===== src/sv/bdll_pkg.sv =====
// Package for the bounded doubly linked list: field widths, default capacity
// and action codes. No dependencies.
`timescale 1ns / 1ps
`default_nettype none
package bdll_pkg;

  localparam int CAPACITY_DEF = 16;
  localparam int VALUE_W      = 32;
  localparam int ACTION_W     = 3;

  localparam logic [ACTION_W-1:0] ACT_INS_FRONT = 3'd0;
  localparam logic [ACTION_W-1:0] ACT_INS_BACK  = 3'd1;
  localparam logic [ACTION_W-1:0] ACT_REMOVE    = 3'd2;
  localparam logic [ACTION_W-1:0] ACT_SEARCH    = 3'd3;
  localparam logic [ACTION_W-1:0] ACT_CLEAR     = 3'd4;

endpackage
`default_nettype wire


===== src/sv/bdll_in_if.sv =====
// Input channel of the linked list: valid/ready plus action and value.
// Depends on bdll_pkg.
`timescale 1ns / 1ps
`default_nettype none
interface bdll_in_if;
  logic                                valid;
  logic                                ready;
  logic        [bdll_pkg::ACTION_W-1:0] action;
  logic signed [bdll_pkg::VALUE_W-1:0]  value;

  modport source (output valid, output action, output value, input ready);
  modport sink   (input valid, input action, input value, output ready);
endinterface
`default_nettype wire


===== src/sv/bdll_out_if.sv =====
// Result channel of the linked list: valid/ready plus ok flag and count.
// Depends on bdll_pkg.
`timescale 1ns / 1ps
`default_nettype none
interface bdll_out_if #(
  parameter int CNT_W = $clog2(bdll_pkg::CAPACITY_DEF + 1)
);
  logic             valid;
  logic             ready;
  logic             ok;
  logic [CNT_W-1:0] count;

  modport source (output valid, output ok, output count, input ready);
  modport sink   (input valid, input ok, input count, output ready);
endinterface
`default_nettype wire


===== src/sv/bdll_ram.sv =====
// Generic single-write, single-read RAM with registered read data.
// No dependencies.
`timescale 1ns / 1ps
`default_nettype none
module bdll_ram #(
  parameter int W = 32,
  parameter int D = 16
) (
  input  wire logic                 clk,
  input  wire logic                 we,
  input  wire logic [$clog2(D)-1:0] waddr,
  input  wire logic [W-1:0]         wdata,
  input  wire logic [$clog2(D)-1:0] raddr,
  output logic      [W-1:0]         rdata
);

  logic [W-1:0] mem [D];

  always_ff @(posedge clk) begin
    if (we) begin
      mem[waddr] <= wdata;
    end
    rdata <= mem[raddr];
  end

endmodule
`default_nettype wire


===== src/sv/bounded_doubly_linked_list.sv =====
// Bounded doubly linked list: top level with sequencer and node memories.
// Depends on bdll_pkg, bdll_in_if, bdll_out_if and bdll_ram.
`timescale 1ns / 1ps
`default_nettype none
// Keeps an ordered list of up to CAPACITY signed 32-bit values. Each item is
// insert front, insert back, remove first match from the head, search, or
// clear, and yields one result: ok and the count after the action. One item
// is worked on at a time; in_ready is high only while the sequencer is idle.
// From acceptance: clear, unknown actions, inserts into a full list and
// walks of an empty list go straight to RESP; an insert passes through ALLOC
// (for a freed slot), INS1 and, unless the list was empty, INS2; remove and
// search visit one node per WALK step (at most CAPACITY) by one registered
// RAM read through the value/link memories feeding a single compare. The
// next item is accepted the cycle after the result is loaded, even while
// that result waits on out_ready. Freed slots go on a free stack and fresh
// slots come from a high-water mark, so reset and clear need no memory sweep.
module bounded_doubly_linked_list #(
  parameter int CAPACITY = bdll_pkg::CAPACITY_DEF
) (
  input  wire logic   clk,
  input  wire logic   rst_n,
  bdll_in_if.sink     in_ch,
  bdll_out_if.source  out_ch
);

  localparam int AW = $clog2(CAPACITY);
  localparam int LW = $clog2(CAPACITY + 1);
  localparam int VW = bdll_pkg::VALUE_W;
  localparam logic [LW-1:0] NULL_L = LW'(CAPACITY);
  localparam logic [LW-1:0] ONE_L  = LW'(1);

  typedef enum logic [2:0] {
    ST_IDLE,
    ST_ALLOC,
    ST_INS1,
    ST_INS2,
    ST_WALK,
    ST_RESP
  } state_t;

  state_t                         state_r, state_nxt;
  logic [LW-1:0]                  head_r, head_nxt;
  logic [LW-1:0]                  tail_r, tail_nxt;
  logic [LW-1:0]                  count_r, count_nxt;
  logic [LW-1:0]                  sp_r, sp_nxt;
  logic [LW-1:0]                  wm_r, wm_nxt;
  logic [bdll_pkg::ACTION_W-1:0]  act_r, act_nxt;
  logic [VW-1:0]                  value_r, value_nxt;
  logic [AW-1:0]                  slot_r, slot_nxt;
  logic [AW-1:0]                  cur_r, cur_nxt;
  logic                           res_ok_r, res_ok_nxt;
  logic                           out_valid_r, out_valid_nxt;
  logic                           out_ok_r, out_ok_nxt;
  logic [LW-1:0]                  out_count_r, out_count_nxt;

  // node memories share one read address
  logic [AW-1:0] rd_addr;
  logic [VW-1:0] val_rdata;
  logic [LW-1:0] next_rdata, prev_rdata;
  logic          val_we, next_we, prev_we;
  logic [AW-1:0] val_waddr, next_waddr, prev_waddr;
  logic [LW-1:0] next_wdata, prev_wdata;

  logic          free_we;
  logic [AW-1:0] free_waddr, free_raddr, free_rdata;

  logic          hit;

  bdll_ram #(.W(VW), .D(CAPACITY)) u_val_ram (
    .clk(clk), .we(val_we), .waddr(val_waddr), .wdata(value_r),
    .raddr(rd_addr), .rdata(val_rdata)
  );

  bdll_ram #(.W(LW), .D(CAPACITY)) u_next_ram (
    .clk(clk), .we(next_we), .waddr(next_waddr), .wdata(next_wdata),
    .raddr(rd_addr), .rdata(next_rdata)
  );

  bdll_ram #(.W(LW), .D(CAPACITY)) u_prev_ram (
    .clk(clk), .we(prev_we), .waddr(prev_waddr), .wdata(prev_wdata),
    .raddr(rd_addr), .rdata(prev_rdata)
  );

  bdll_ram #(.W(AW), .D(CAPACITY)) u_free_ram (
    .clk(clk), .we(free_we), .waddr(free_waddr), .wdata(cur_r),
    .raddr(free_raddr), .rdata(free_rdata)
  );

  // the shared compare
  assign hit = (val_rdata == value_r);

  assign in_ch.ready  = (state_r == ST_IDLE);
  assign out_ch.valid = out_valid_r;
  assign out_ch.ok    = out_ok_r;
  assign out_ch.count = out_count_r;

  always_comb begin
    state_nxt     = state_r;
    head_nxt      = head_r;
    tail_nxt      = tail_r;
    count_nxt     = count_r;
    sp_nxt        = sp_r;
    wm_nxt        = wm_r;
    act_nxt       = act_r;
    value_nxt     = value_r;
    slot_nxt      = slot_r;
    cur_nxt       = cur_r;
    res_ok_nxt    = res_ok_r;
    out_valid_nxt = out_valid_r && !out_ch.ready;
    out_ok_nxt    = out_ok_r;
    out_count_nxt = out_count_r;

    rd_addr    = cur_r;
    val_we     = 1'b0;
    val_waddr  = slot_r;
    next_we    = 1'b0;
    next_waddr = slot_r;
    next_wdata = NULL_L;
    prev_we    = 1'b0;
    prev_waddr = slot_r;
    prev_wdata = NULL_L;
    free_we    = 1'b0;
    free_waddr = sp_r[AW-1:0];
    free_raddr = AW'(sp_r - ONE_L);

    case (state_r)
      ST_IDLE: begin
        if (in_ch.valid) begin
          act_nxt    = in_ch.action;
          value_nxt  = in_ch.value;
          res_ok_nxt = 1'b0;
          state_nxt  = ST_RESP;
          case (in_ch.action)
            bdll_pkg::ACT_INS_FRONT, bdll_pkg::ACT_INS_BACK: begin
              if (count_r != NULL_L) begin
                if (sp_r != '0) begin
                  state_nxt = ST_ALLOC;
                end else begin
                  slot_nxt  = wm_r[AW-1:0];
                  wm_nxt    = wm_r + ONE_L;
                  state_nxt = ST_INS1;
                end
              end
            end
            bdll_pkg::ACT_REMOVE, bdll_pkg::ACT_SEARCH: begin
              if (head_r != NULL_L) begin
                rd_addr   = head_r[AW-1:0];
                cur_nxt   = head_r[AW-1:0];
                state_nxt = ST_WALK;
              end
            end
            bdll_pkg::ACT_CLEAR: begin
              head_nxt   = NULL_L;
              tail_nxt   = NULL_L;
              count_nxt  = '0;
              sp_nxt     = '0;
              wm_nxt     = '0;
              res_ok_nxt = 1'b1;
            end
            default: begin
            end
          endcase
        end
      end

      ST_ALLOC: begin
        slot_nxt  = free_rdata;
        sp_nxt    = sp_r - ONE_L;
        state_nxt = ST_INS1;
      end

      ST_INS1: begin
        val_we  = 1'b1;
        next_we = 1'b1;
        prev_we = 1'b1;
        if (head_r == NULL_L) begin
          head_nxt   = LW'(slot_r);
          tail_nxt   = LW'(slot_r);
          count_nxt  = count_r + ONE_L;
          res_ok_nxt = 1'b1;
          state_nxt  = ST_RESP;
        end else begin
          if (act_r == bdll_pkg::ACT_INS_FRONT) begin
            next_wdata = head_r;
          end else begin
            prev_wdata = tail_r;
          end
          state_nxt = ST_INS2;
        end
      end

      ST_INS2: begin
        // hook the old end node to the new one
        if (act_r == bdll_pkg::ACT_INS_FRONT) begin
          prev_we    = 1'b1;
          prev_waddr = head_r[AW-1:0];
          prev_wdata = LW'(slot_r);
          head_nxt   = LW'(slot_r);
        end else begin
          next_we    = 1'b1;
          next_waddr = tail_r[AW-1:0];
          next_wdata = LW'(slot_r);
          tail_nxt   = LW'(slot_r);
        end
        count_nxt  = count_r + ONE_L;
        res_ok_nxt = 1'b1;
        state_nxt  = ST_RESP;
      end

      ST_WALK: begin
        if (hit) begin
          res_ok_nxt = 1'b1;
          state_nxt  = ST_RESP;
          if (act_r == bdll_pkg::ACT_REMOVE) begin
            // unlink cur: prev_rdata/next_rdata are its links
            if (prev_rdata != NULL_L) begin
              next_we    = 1'b1;
              next_waddr = prev_rdata[AW-1:0];
              next_wdata = next_rdata;
            end else begin
              head_nxt = next_rdata;
            end
            if (next_rdata != NULL_L) begin
              prev_we    = 1'b1;
              prev_waddr = next_rdata[AW-1:0];
              prev_wdata = prev_rdata;
            end else begin
              tail_nxt = prev_rdata;
            end
            free_we   = 1'b1;
            sp_nxt    = sp_r + ONE_L;
            count_nxt = count_r - ONE_L;
          end
        end else if (next_rdata == NULL_L) begin
          res_ok_nxt = 1'b0;
          state_nxt  = ST_RESP;
        end else begin
          rd_addr = next_rdata[AW-1:0];
          cur_nxt = next_rdata[AW-1:0];
        end
      end

      ST_RESP: begin
        if (!out_valid_r || out_ch.ready) begin
          out_valid_nxt = 1'b1;
          out_ok_nxt    = res_ok_r;
          out_count_nxt = count_r;
          state_nxt     = ST_IDLE;
        end
      end

      default: begin
        state_nxt = ST_IDLE;
      end
    endcase
  end

  always_ff @(posedge clk) begin
    if (!rst_n) begin
      state_r     <= ST_IDLE;
      head_r      <= NULL_L;
      tail_r      <= NULL_L;
      count_r     <= '0;
      sp_r        <= '0;
      wm_r        <= '0;
      out_valid_r <= 1'b0;
    end else begin
      state_r     <= state_nxt;
      head_r      <= head_nxt;
      tail_r      <= tail_nxt;
      count_r     <= count_nxt;
      sp_r        <= sp_nxt;
      wm_r        <= wm_nxt;
      out_valid_r <= out_valid_nxt;
    end
    act_r       <= act_nxt;
    value_r     <= value_nxt;
    slot_r      <= slot_nxt;
    cur_r       <= cur_nxt;
    res_ok_r    <= res_ok_nxt;
    out_ok_r    <= out_ok_nxt;
    out_count_r <= out_count_nxt;
  end

  // slots handed out minus slots on the free stack equals the count
  a_slot_books: assert property (@(posedge clk) disable iff (!rst_n)
    (state_r == ST_IDLE) |-> ((wm_r - sp_r) == count_r))
    else $error("slot accounting out of step with count");

  a_head_empty: assert property (@(posedge clk) disable iff (!rst_n)
    (state_r == ST_IDLE) |-> ((head_r == NULL_L) == (count_r == '0)))
    else $error("head null disagrees with count");

  a_tail_empty: assert property (@(posedge clk) disable iff (!rst_n)
    (state_r == ST_IDLE) |-> ((tail_r == NULL_L) == (head_r == NULL_L)))
    else $error("head and tail disagree on empty list");

  a_count_max: assert property (@(posedge clk) disable iff (!rst_n)
    count_r <= NULL_L)
    else $error("count beyond capacity");

endmodule
`default_nettype wire

===== src/flat_wrapper.sv =====
// flat-port wrapper written by rule: the top's interface ports become plain ports
module bounded_doubly_linked_list_flat 
#(
  parameter int CAPACITY = bdll_pkg::CAPACITY_DEF
)
  (clk, rst_n, in_ch_valid, in_ch_action, in_ch_value, in_ch_ready, out_ch_valid, out_ch_ok, out_ch_count, out_ch_ready);
  bdll_in_if in_ch_i ();
  bdll_out_if out_ch_i ();
  input  wire logic clk;
  input  wire logic rst_n;
  input wire logic [$bits(in_ch_i.valid)-1:0] in_ch_valid;
  input wire logic [$bits(in_ch_i.action)-1:0] in_ch_action;
  input wire logic [$bits(in_ch_i.value)-1:0] in_ch_value;
  output wire logic [$bits(in_ch_i.ready)-1:0] in_ch_ready;
  output wire logic [$bits(out_ch_i.valid)-1:0] out_ch_valid;
  output wire logic [$bits(out_ch_i.ok)-1:0] out_ch_ok;
  output wire logic [$bits(out_ch_i.count)-1:0] out_ch_count;
  input wire logic [$bits(out_ch_i.ready)-1:0] out_ch_ready;
  assign in_ch_i.valid = in_ch_valid;
  assign in_ch_i.action = in_ch_action;
  assign in_ch_i.value = in_ch_value;
  assign in_ch_ready = in_ch_i.ready;
  assign out_ch_valid = out_ch_i.valid;
  assign out_ch_ok = out_ch_i.ok;
  assign out_ch_count = out_ch_i.count;
  assign out_ch_i.ready = out_ch_ready;
  bounded_doubly_linked_list #(.CAPACITY(CAPACITY)) u_core (.clk(clk), .rst_n(rst_n), .in_ch(in_ch_i), .out_ch(out_ch_i));
endmodule

===== config.mk =====
export PLATFORM = sky130hd
export DESIGN_NAME = bounded_doubly_linked_list_flat
export DESIGN_NICKNAME = d
export VERILOG_FILES = /design/src/sv/bdll_pkg.sv /design/src/sv/bdll_in_if.sv /design/src/sv/bdll_out_if.sv /design/src/sv/bdll_ram.sv /design/src/sv/bounded_doubly_linked_list.sv /design/src/flat_wrapper.sv
export SDC_FILE = /design/constraint.sdc
export NUM_CORES = 1
export LEC_CHECK = 0
export ABC_AREA = 1
export BUFFER_PORTS_ARGS = -buffer_cell sky130_fd_sc_hd__clkbuf_2
export CORE_MARGIN = 3
export CORE_UTILIZATION = 39
export CTS_CLUSTER_DIAMETER = 30
export CTS_CLUSTER_SIZE = 16
export DETAILED_ROUTE_END_ITERATION = 8
export PLACE_DENSITY = 0.53
export SLEW_MARGIN = 20
export SYNTH_ARGS = -nofsm -noshare
export SYNTH_HDL_FRONTEND = slang
export SYNTH_SLANG_ARGS = --single-unit

===== constraint.sdc =====
create_clock -name clk -period 3.15 [get_ports clk]
set_input_delay 0.63 -clock clk [delete_from_list [all_inputs] [get_ports clk]]
set_output_delay 0.63 -clock clk [all_outputs]
set_load 0.02 [all_outputs]

[After elaboration in Yosys (flattened, before gate mapping)]
Memories as Yosys holds them, arrays and structs flattened. A register that Yosys moved wholly into a read port is not among the register bits.
Cells that the tools add are included.
Storage, ports and cells
  register bits after elaboration: 79
  latch bits: 0
  RAM bits: 736
  ROM bits: 0
  input bits: 39
  output and inout port bits: 8
  logic and storage cells: 180
  memories: 4
Cells by class
  $add $sub $neg: 5
  multiply operators: 0
  div/mod/pow operators: 0
  $lt $le $gt $ge: 0
  equal/unequal tests: 33
  shift-type cells: 0
  muxes and demuxes: 100
  bitwise logic cells: 0
  reduce and logical (&&, ||, !) cells: 24
Memories
  u_core.u_val_ram.mem: words 16, bits a word 32, rd ports 1, clocked after memory_dff 1, write ports 1, RTL line bdll_ram.sv:17  | logic [W-1:0] mem [D];
  u_core.u_next_ram.mem: words 16, bits a word 5, rd ports 1, clocked after memory_dff 1, write ports 1, RTL line bdll_ram.sv:17
  u_core.u_prev_ram.mem: words 16, bits a word 5, rd ports 1, clocked after memory_dff 1, write ports 1, RTL line bdll_ram.sv:17
  u_core.u_free_ram.mem: words 16, bits a word 4, rd ports 1, clocked after memory_dff 1, write ports 1, RTL line bdll_ram.sv:17
Operators by type and width (number)
  two-way mux 5 bit: 32
  two-way mux 4 bit: 17
  one-hot mux 5 bit (4 select lines): 3
  one-hot mux 5 bit (3 select lines): 3
  == test 32 bit: 1
  one-hot mux 4 bit (2 select lines): 4
  two-way mux 1 bit: 28
  inequality test 5 bit (second input constant): 4
  two-way mux 3 bit: 6
  inequality test 2 x 1 -> 1 bit (second input constant): 9
  one-hot mux 3 bit (6 select lines): 1
  AND reduction 8 bit: 2
  adder 5 x 1 -> 5 bit (second input constant): 3
  == test 3 x 2 -> 1 bit (second input constant): 5
  AND reduction 5 bit: 3
  inequality test 2 bit (second input constant): 6
  == test 5 bit (second input constant): 2
  one-hot mux 5 bit (2 select lines): 1
  subtractor 5 x 1 -> 5 bit (second input constant): 2
  == test 3 bit (second input constant): 3
  logical NOT 3 bit: 3
  == test 3 x 1 -> 1 bit (second input constant): 2
  one-hot mux 1 bit (3 select lines): 2
  one-hot mux 3 bit (2 select lines): 1
  other kinds (15): 19

[Depth between registers and ports, before layout]
Gate-level depths: netlist of the first run.
  depth in word-level cells: 7
  mapped depth: 20
  mapped depth without buffers: 18

[By module]
A second synthesis of the first run with hierarchy kept.
Second synthesis, totals
  cell total of the unflattened synthesis: 3722
  area, all modules: 37835.0 um^2
Modules (own cells, without submodules)
  bdll_ram at u_core.u_val_ram: instances 1, cells an instance 2120, area each 22730.6 um^2, sequential area each 16015.4 um^2
  bdll_ram at u_core.u_next_ram ...: instances 2, cells an instance 355, area each 3733.6 um^2, sequential area each 2502.4 um^2
  bounded_doubly_linked_list: instances 1, cells an instance 602, area each 4670.7 um^2, sequential area each 2021.9 um^2
  bdll_ram at u_core.u_free_ram: instances 1, cells an instance 290, area each 2966.6 um^2, sequential area each 2001.9 um^2

[Least setup slack after synthesis of the first run]
No wires, ideal clock.
  path kind: register to register
  start point: register u_core.state_r[0]
  end point: register u_core.wm_r[3]
  setup time: 0.080 ns
  arrival: 3.071 ns
  data required time: 3.070 ns
  path slack: -0.001 ns
  stages on the path, launching flop included: 11
  buffers on the path: 0
  period minus slack after synthesis: 3.151 ns
  cells stage by stage: dfxtp_1 nor2_4 inv_2 nor2_4 inv_2 nor2_1 nand2_1 nand2_1 inv_1 o21ai_0 nor3b_1
Between the ends
  word-level cells in the longest chain between the ends: 2
Ends and longest elaborated chain
  start: declaration: RTL line bounded_doubly_linked_list.sv:41  | state_t state_r, state_nxt;
  start signal: assignment: RTL line bounded_doubly_linked_list.sv:268  | state_r <= state_nxt;
  logical NOT 3 bit
  net in_ch_ready: RTL line flat_wrapper.sv:14  | output wire logic [$bits(in_ch_i.ready)-1:0] in_ch_ready;
  AND reduction 5 bit (no line)
  end signal: assignment: RTL line bounded_doubly_linked_list.sv:273  | wm_r <= wm_nxt;
  end: declaration: RTL line bounded_doubly_linked_list.sv:46  | logic [LW-1:0] wm_r, wm_nxt;
The timed path passes the listed nets, and every way through them passes these cells.
A chain may end at the register's enable or synchronous reset.

[Worst setup path after layout of the first run]
  start point: register u_core.value_r[10]
  end point: memory u_core.u_prev_ram.mem[7][0] (netlist name), enable pin
Between the ends
  word-level cells in the longest chain between the ends: 5
  elaborated cells between the ends (all ways): 7
  classes of those cells: 1 x eq/ne; 6 x mux
Ends and longest elaborated chain
  start: declaration: RTL line bounded_doubly_linked_list.sv:48  | logic [VW-1:0] value_r, value_nxt;
  start signal: assignment: RTL line bounded_doubly_linked_list.sv:277  | value_r <= value_nxt;
  == test 32 bit *: RTL line bounded_doubly_linked_list.sv:90  | assign hit = (val_rdata == value_r);
  two-way mux 1 bit: RTL line bounded_doubly_linked_list.sv:211  | if (hit) begin
  one-hot mux 1 bit (3 select lines): RTL line bounded_doubly_linked_list.sv:126  | case (state_r)
  two-way mux 1 bit: RTL line bdll_ram.sv:20  | if (we) begin
  two-way mux 1 bit (implied by the code): RTL line bdll_ram.sv:21  | mem[waddr] <= wdata;
  end: declaration: RTL line bdll_ram.sv:17
Mark *: on every way between the ends. The rest lies on a longest branch, timed or not.

==> results of run 1 <==
## routing by layer
layer  vias up  track usage (%)  wire length [um]
met5         -                0                 0
met4         0             7.05              2740
met3       183             3.93              6240
met2       797             33.8             48600
met1     12400             28.5             44700
li1      12200                -                 -
## report_power, final
group | leakage (nW) | switching (mW) | internal, mW | total, mW
Sequential | 7.53 | 0.462 | 13.9 | 14.4
Combinational | 7.47 | 15.5 | 8.19 | 23.7
Clock | 3.16 | 6.28 | 13.7 | 20.0
Total | 18.2 | 22.2 | 35.8 | 58.0
## layout by cell type, fill, tap and decap left out, types with 9 or more instances in the layout
cell type and count:
clkbuf_8 11, nand3_1 699, dfxtp_1 78, ha_1 9
buf_12 66, a21oi_1 38, a211oi_1 9, nor2_4 28
clkinv_1 22, buf_4 174, edfxtp_1 782, nand2_2 9
bufinv_16 31, nor2_1 133, clkbuf_2 46, clkinv_2 27
nand2_1 857, nand4_1 9, xnor2_1 17, o32ai_1 11
inv_6 11, inv_1 186, clkbuf_16 188, clkinvlp_4 19
clkinv_4 12, nand3b_1 81, o21ai_0 66, clkbuf_1 22
## cell families after synthesis
| kind of cell | Yosys count | share of synthesized area (%) |
|---|---|---|
| AO/OA/AOI/OAI | 163 | 2.64 |
| XOR/XNOR | 27 | 0.651 |
| adder cells (fa/ha/maj) | 10 | 0.365 |
| buffers and inverters | 384 | 4.61 |
| flip-flops | 860 | 68.9 |
| multiplexers | 5 | 0.138 |
| AND/OR/NAND/NOR | 1848 | 22.7 |
## timing repair
item,in CTS,in global routing
setup buffers,0,3
setup endpoints to repair,202,206
pin swaps,0,11
resized for setup,11,46
## layout make-up
class / count / area [sq um] / share of cell area [%]
Multi-Input combinational cell: 2053 / 10000 / 21.4
Clock buffer: 221 / 4940 / 10.6
Tap cell: 1243 / 1560 / 3.32
Sequential cell: 860 / 25000 / 53.5
Timing Repair Buffer: 288 / 2880 / 6.16
Inverter: 195 / 733 / 1.57
Clock inverter: 128 / 1630 / 3.48
## final timing paths
| kind | from | depth (start not counted) | end | slack (ns) |
|---|---|---|---|---|
| setup reg to reg | u_core.value_r[10] | 17 | u_core.u_prev_ram.mem[7][0] | 0.17 |
| hold reg to reg | u_core.count_r[0] | 0 | u_core.out_ch.count[0] | 0.47 |
| hold / removal | in_ch_value[3] | 1 | u_core.value_r[3] | 0.06 |
| setup / recovery | u_core.value_r[10] | 17 | u_core.u_prev_ram.mem[7][0] | 0.17 |
## registers in the layout, summed over array words and instances, names as in the netlist, 32 cells and up
register                count
u_core.u_free_ram.mem      64
u_core.u_val_ram.rdata     32
u_core.u_val_ram.mem      512
u_core.u_next_ram.mem      80
u_core.value_r             32
u_core.u_prev_ram.mem      80
==> out/results.ini, run 1 <==
[outcome]
status=finished, final reports clean

[synth]
synth_area_leaders=edfxtp_1 65%, nand3_1 9.7%, nand2_1 9.0%
synth_edf_count=782
yosys-top-cells-count=872 x nand2_1, 782 x edfxtp_1, 705 x nand3_1
async_flop_share_pct=0
netlist_area_sq_um=36300
synth_seq_cells=860
synth_top_area_share_pct=64.6
ys_seq_area_share_pct=68.9
yosysUniqueCellTypes=44
netlist_instances=3297
syn-num-nets=3346
avgSynthCellArea_sq_um=11.0
synth_ff_type=edfxtp_1
yosysTopAreaCell=edfxtp_1
yosys_warnings=0
synth_most_common_cell=nand2_1

[routing]
vias_per_cell=5.12
wl_per_cell_um=20.5
drt-total-wl_um=102000
drt_iter0_drc=2303
drcViolationCount=0
dr.pass1.iters=6
postRouteAntennaNets=0
vias=25500

[clock_tree]
h-tree-depth=4
clkSlewWorstSetupHoldPaths_ns=0.05
cts_tree=built
numClockSinks=860
cts_root_buf=clkbuf_16
clockBufferDepth=3
clock_latency_ns=0.75
cts_made_buffers=187
ctsHoldBuffers=0

[setup_path]
path_buf_inv=6
cp_top_family=simple AND/OR/NAND/NOR gates
end_kind=register
critPathMaxFanout=5
startpoint_type=register
cp.arrival_ns=3.39
crit_path_cell_trace=xnor2_1 -> nand2_1 -> nor2_1 -> nand2_1 -> nor2_4 -> buf_6 -> nand2_4 -> buf_12 -> inv_1 -> nand3_1 -> o21ai_0 -> a31oi_1 -> inv_1 -> nand3_1 -> buf_6 -> nor2_1 -> buf_4
slowest_delay_ns=0.40
crit_required_ns=3.55
worstSetupPathType=reg2reg
cp_slowest_cell=edfxtp_1

[global_routing]
grtUsageTotal_pct=20.9
grt_pass1_wl_um=155000
first_global_vias=25300
grt_max_degree=97
grt_overflow=0
antenna_found_initial=1

[power]
powerDensity_nw_per_um2=1240
p_total_mw=58.0
irDropWorstVdd_mv=0.823
p_leak_nw=18.2

[floorplanning]
io_pins=47
die-area_sq_um=96900
coreArea_sq_um=92100
die_y_um=311
die_x_um=311
start_util_pct=39.5
num_rows=111

[hold_path]
hold_path.class=in2reg

[timing]
maxSlewHeadroom_pct=50.9
fin_hold_ws_ns=0.0631
fin_ws_ns=0.165
min_period_ns=2.98
max_freq_mhz=335
hold_viol_final=0
fin_crit_sh_pct=94.8
setup_tns_ns=0
rsz0062_at_grt=yes
worst_slew_pin_slew_ns=0.736
setup_viol=0
finalMaxSlewViolations=0
fin_skew_ns=0.0665

[flow_run]
maxCapViolations=0

[placed_design]
port_buffers=46
post-place-ws_ns=-0.285
dp_cells=4636
routabilityCongestion=0.895
dp_hpwl_um=56800
placed_area_sq_um=40000

[layout]
fin_nets=3634
antenna_cells=0
fin_cells=4988
fill_cells=8098
layout-drive-gt1-share_pct=18.1
stdcell_area_sq_um=46800
area_delta_synth_final_pct=28.8
fin_util_pct=50.8

Power figures use the tool's default switching activity.
==> run 2, diff against run 1 <==
- ABC_AREA: 1 -> 0
==> out/results.ini, run 2 <==
[timing]
hold_viol_final=0
finalMaxSlewViolations=0
fin_skew_ns=0.0443
min_period_ns=3.67
maxSlewHeadroom_pct=40.6
setup_viol=264
rsz0062_at_grt=yes
fin_ws_ns=-0.520
fin_crit_sh_pct=117
max_freq_mhz=272
worst_slew_pin_slew_ns=0.891

[setup_path]
rr_worst_depth=16
cp.arrival_ns=4.27
worstSetupPathType=reg2reg
r2r_end=u_core.u_prev_ram.rdata[1]
reg2reg_setup_slack_ns=-0.52
crit_required_ns=3.75
end_kind=register
startpoint_type=register
r2r_start=u_core.value_r[23]
critPathMaxFanout=8

[global_routing]
first_global_vias=24000
gr-usage-met3_pct=3.90
use_met1_pct=31.5
antenna_found_initial=1
grt_pass1_wl_um=156000
grtUsageTotal_pct=22.3
grtUsageMet2_pct=35.0
grt_max_degree=66
grt-busiest-layer=met2
grt_overflow=0

[clock_tree]
numClockSinks=860
cts_root_buf=clkbuf_16
clkSlewWorstSetupHoldPaths_ns=0.05
clock_latency_ns=0.75
cts_tree=built
h-tree-depth=4
clockBufferDepth=3
cts_made_buffers=173

[layout]
stdcell_area_sq_um=48600
largest_register_ffs=512
final_common_cell=edfxtp_1
fill_cells=6768
final_cell_mix=782 x edfxtp_1, 201 x clkbuf_16, 182 x nand2_1
area_delta_synth_final_pct=40.4
antenna_cells=0
fin_nets=2946
ff_latch_area_sq_um=25000
layout-drive-gt1-share_pct=33.3
fin_cells=4199
regMostFlops=u_core.u_val_ram.mem
multi_input_area_sq_um=10600
fin_util_pct=55.6
reg_top3=u_core.u_val_ram.mem x512, u_core.u_next_ram.mem x80, u_core.u_prev_ram.mem x80

[routing]
wl_per_cell_um=26.8
drt-total-wl_um=112000
drt_iter0_drc=3079
vias_per_cell=5.91
postRouteAntennaNets=0
vias=24800
dr.pass1.iters=6
drcViolationCount=0

[power]
p_leak_nw=16.6
powerDensity_nw_per_um2=1310
irDropWorstVdd_mv=1.03

[synth]
synth_seq_cells=860
yosysUniqueCellTypes=65
synth_edf_count=782
yosysTopAreaCell=edfxtp_1
synth_top_area_share_pct=67.8
yosys-top-cells-count=782 x edfxtp_1, 223 x nand2_1, 176 x o21ai_0
yosys_warnings=0
syn-num-nets=2542
synth_area_leaders=edfxtp_1 68%, dfxtp_1 4.5%, o21ai_0 2.5%
avgSynthCellArea_sq_um=13.9
ys_seq_area_share_pct=72.3
synth_ff_type=edfxtp_1
netlist_instances=2493
netlist_area_sq_um=34600
synth_most_common_cell=edfxtp_1
async_flop_share_pct=0

[placed_design]
placed_area_sq_um=38800
dp_hpwl_um=57700
post-place-ws_ns=-0.894
dp_cells=3782
routabilityCongestion=0.890
port_buffers=46

[floorplanning]
die-area_sq_um=92400
io_pins=47
die_y_um=304
coreArea_sq_um=87400
num_rows=108
die_x_um=304
start_util_pct=39.6

[hold_path]
hold_path.class=in2reg
min_from=in_ch_value[19]
min_path_cells=1
hold_end=u_core.value_r[19]

[outcome]
violations=setup timing
status=finished with violations

[flow_run]
maxCapViolations=0

==> run 2: how the worst max path moves through the flow <==
stage	from	to	slack (ns)	cells past startpoint
after floorplan	u_core.value_r[20]	u_core.u_prev_ram.mem[4][0]	-0.16	9
after global placement	u_core.value_r[26]	u_core.u_prev_ram.mem[2][0]	-0.89	13
after detailed placement	u_core.value_r[26]	u_core.u_val_ram.rdata[3]	-0.89	14
after CTS	u_core.value_r[4]	u_core.u_val_ram.rdata[26]	-0.46	15
after global routing	u_core.value_r[13]	u_core.u_prev_ram.rdata[0]	-0.63	16
final	u_core.value_r[23]	u_core.u_prev_ram.rdata[1]	-0.52	16
==> run 2: timing repair <==
item | in CTS | in global routing
pin swaps | 93 | 181
endpoints found under the hold margin | 0 | 0
gates cloned | 16 | 32
hold buffers | 0 | 0
gates resized for setup | 213 | 294
buffers inserted | 33 | 42
setup endpoints to repair | 406 | 284
==> run 2: stage by stage <==
stage / hold WS [ns] / TNS, ns / power [mW]
final: 0.0573 / -84.43 / 63.9
after global routing: 0.0217 / -108.05 / 66.4
after floorplan: 0.400 / -4.97 / 27.4
after CTS: 0.0110 / -78.69 / 59.2
after detailed placement: 0.472 / -187.12 / 36.8
after global placement: 0.464 / -193.12 / 36.5
==> run 2: per-layer routing <==
layer / wire (um) / up-vias
met1: 47300 / 12600
met4: 3660 / 0
met3: 9080 / 257
met2: 52300 / 1246
met5: 0 / -
li1: - / 10700
==> run 2: critical path: stages, from the launching register on <==
cell       delay [ns]
edfxtp_1         0.42
xor2_1           0.22
nor4_4           0.40
buf_4            0.22
nand4_1          0.12
buf_6            0.17
buf_4            0.13
o21ai_1          0.22
buf_4            0.18
a221o_4          0.22
buf_12           0.12
nand2_8          0.13
buf_12           0.20
clkbuf_16        0.17
a211oi_1         0.36
a211o_1          0.14
o211ai_1         0.08
==> run 2: power breakdown <==
part           switching, mW  internal (mW)  total (mW)
registers              0.629           13.9        14.6
clock network           6.22           12.5        18.8
logic                   17.4           13.2        30.6
total                   24.2           39.7        63.9
==> run 2: area by class of cell <==
cell class / count / share of cell area (%)
flip-flops and latches: 860 / 51.5
multi-input cells: 1410 / 21.7
inverters: 25 / 0.280
well taps: 1155 / 2.97
repair buffers: 426 / 10.9
clock inverters: 119 / 3.17
repair inverters: 1 / 0.0335
clock buffers: 203 / 9.37
==> run 2: cells by family after synthesis <==
logic type                 synth area share (%)
AOI/OAI and AO/OA                          14.5
muxes                                      1.53
adders and majority gates                 0.383
DFF                                        72.3
buffers and inverters                      2.64
and+or+nand+nor                            7.78
xor gates and xnor gates                  0.885
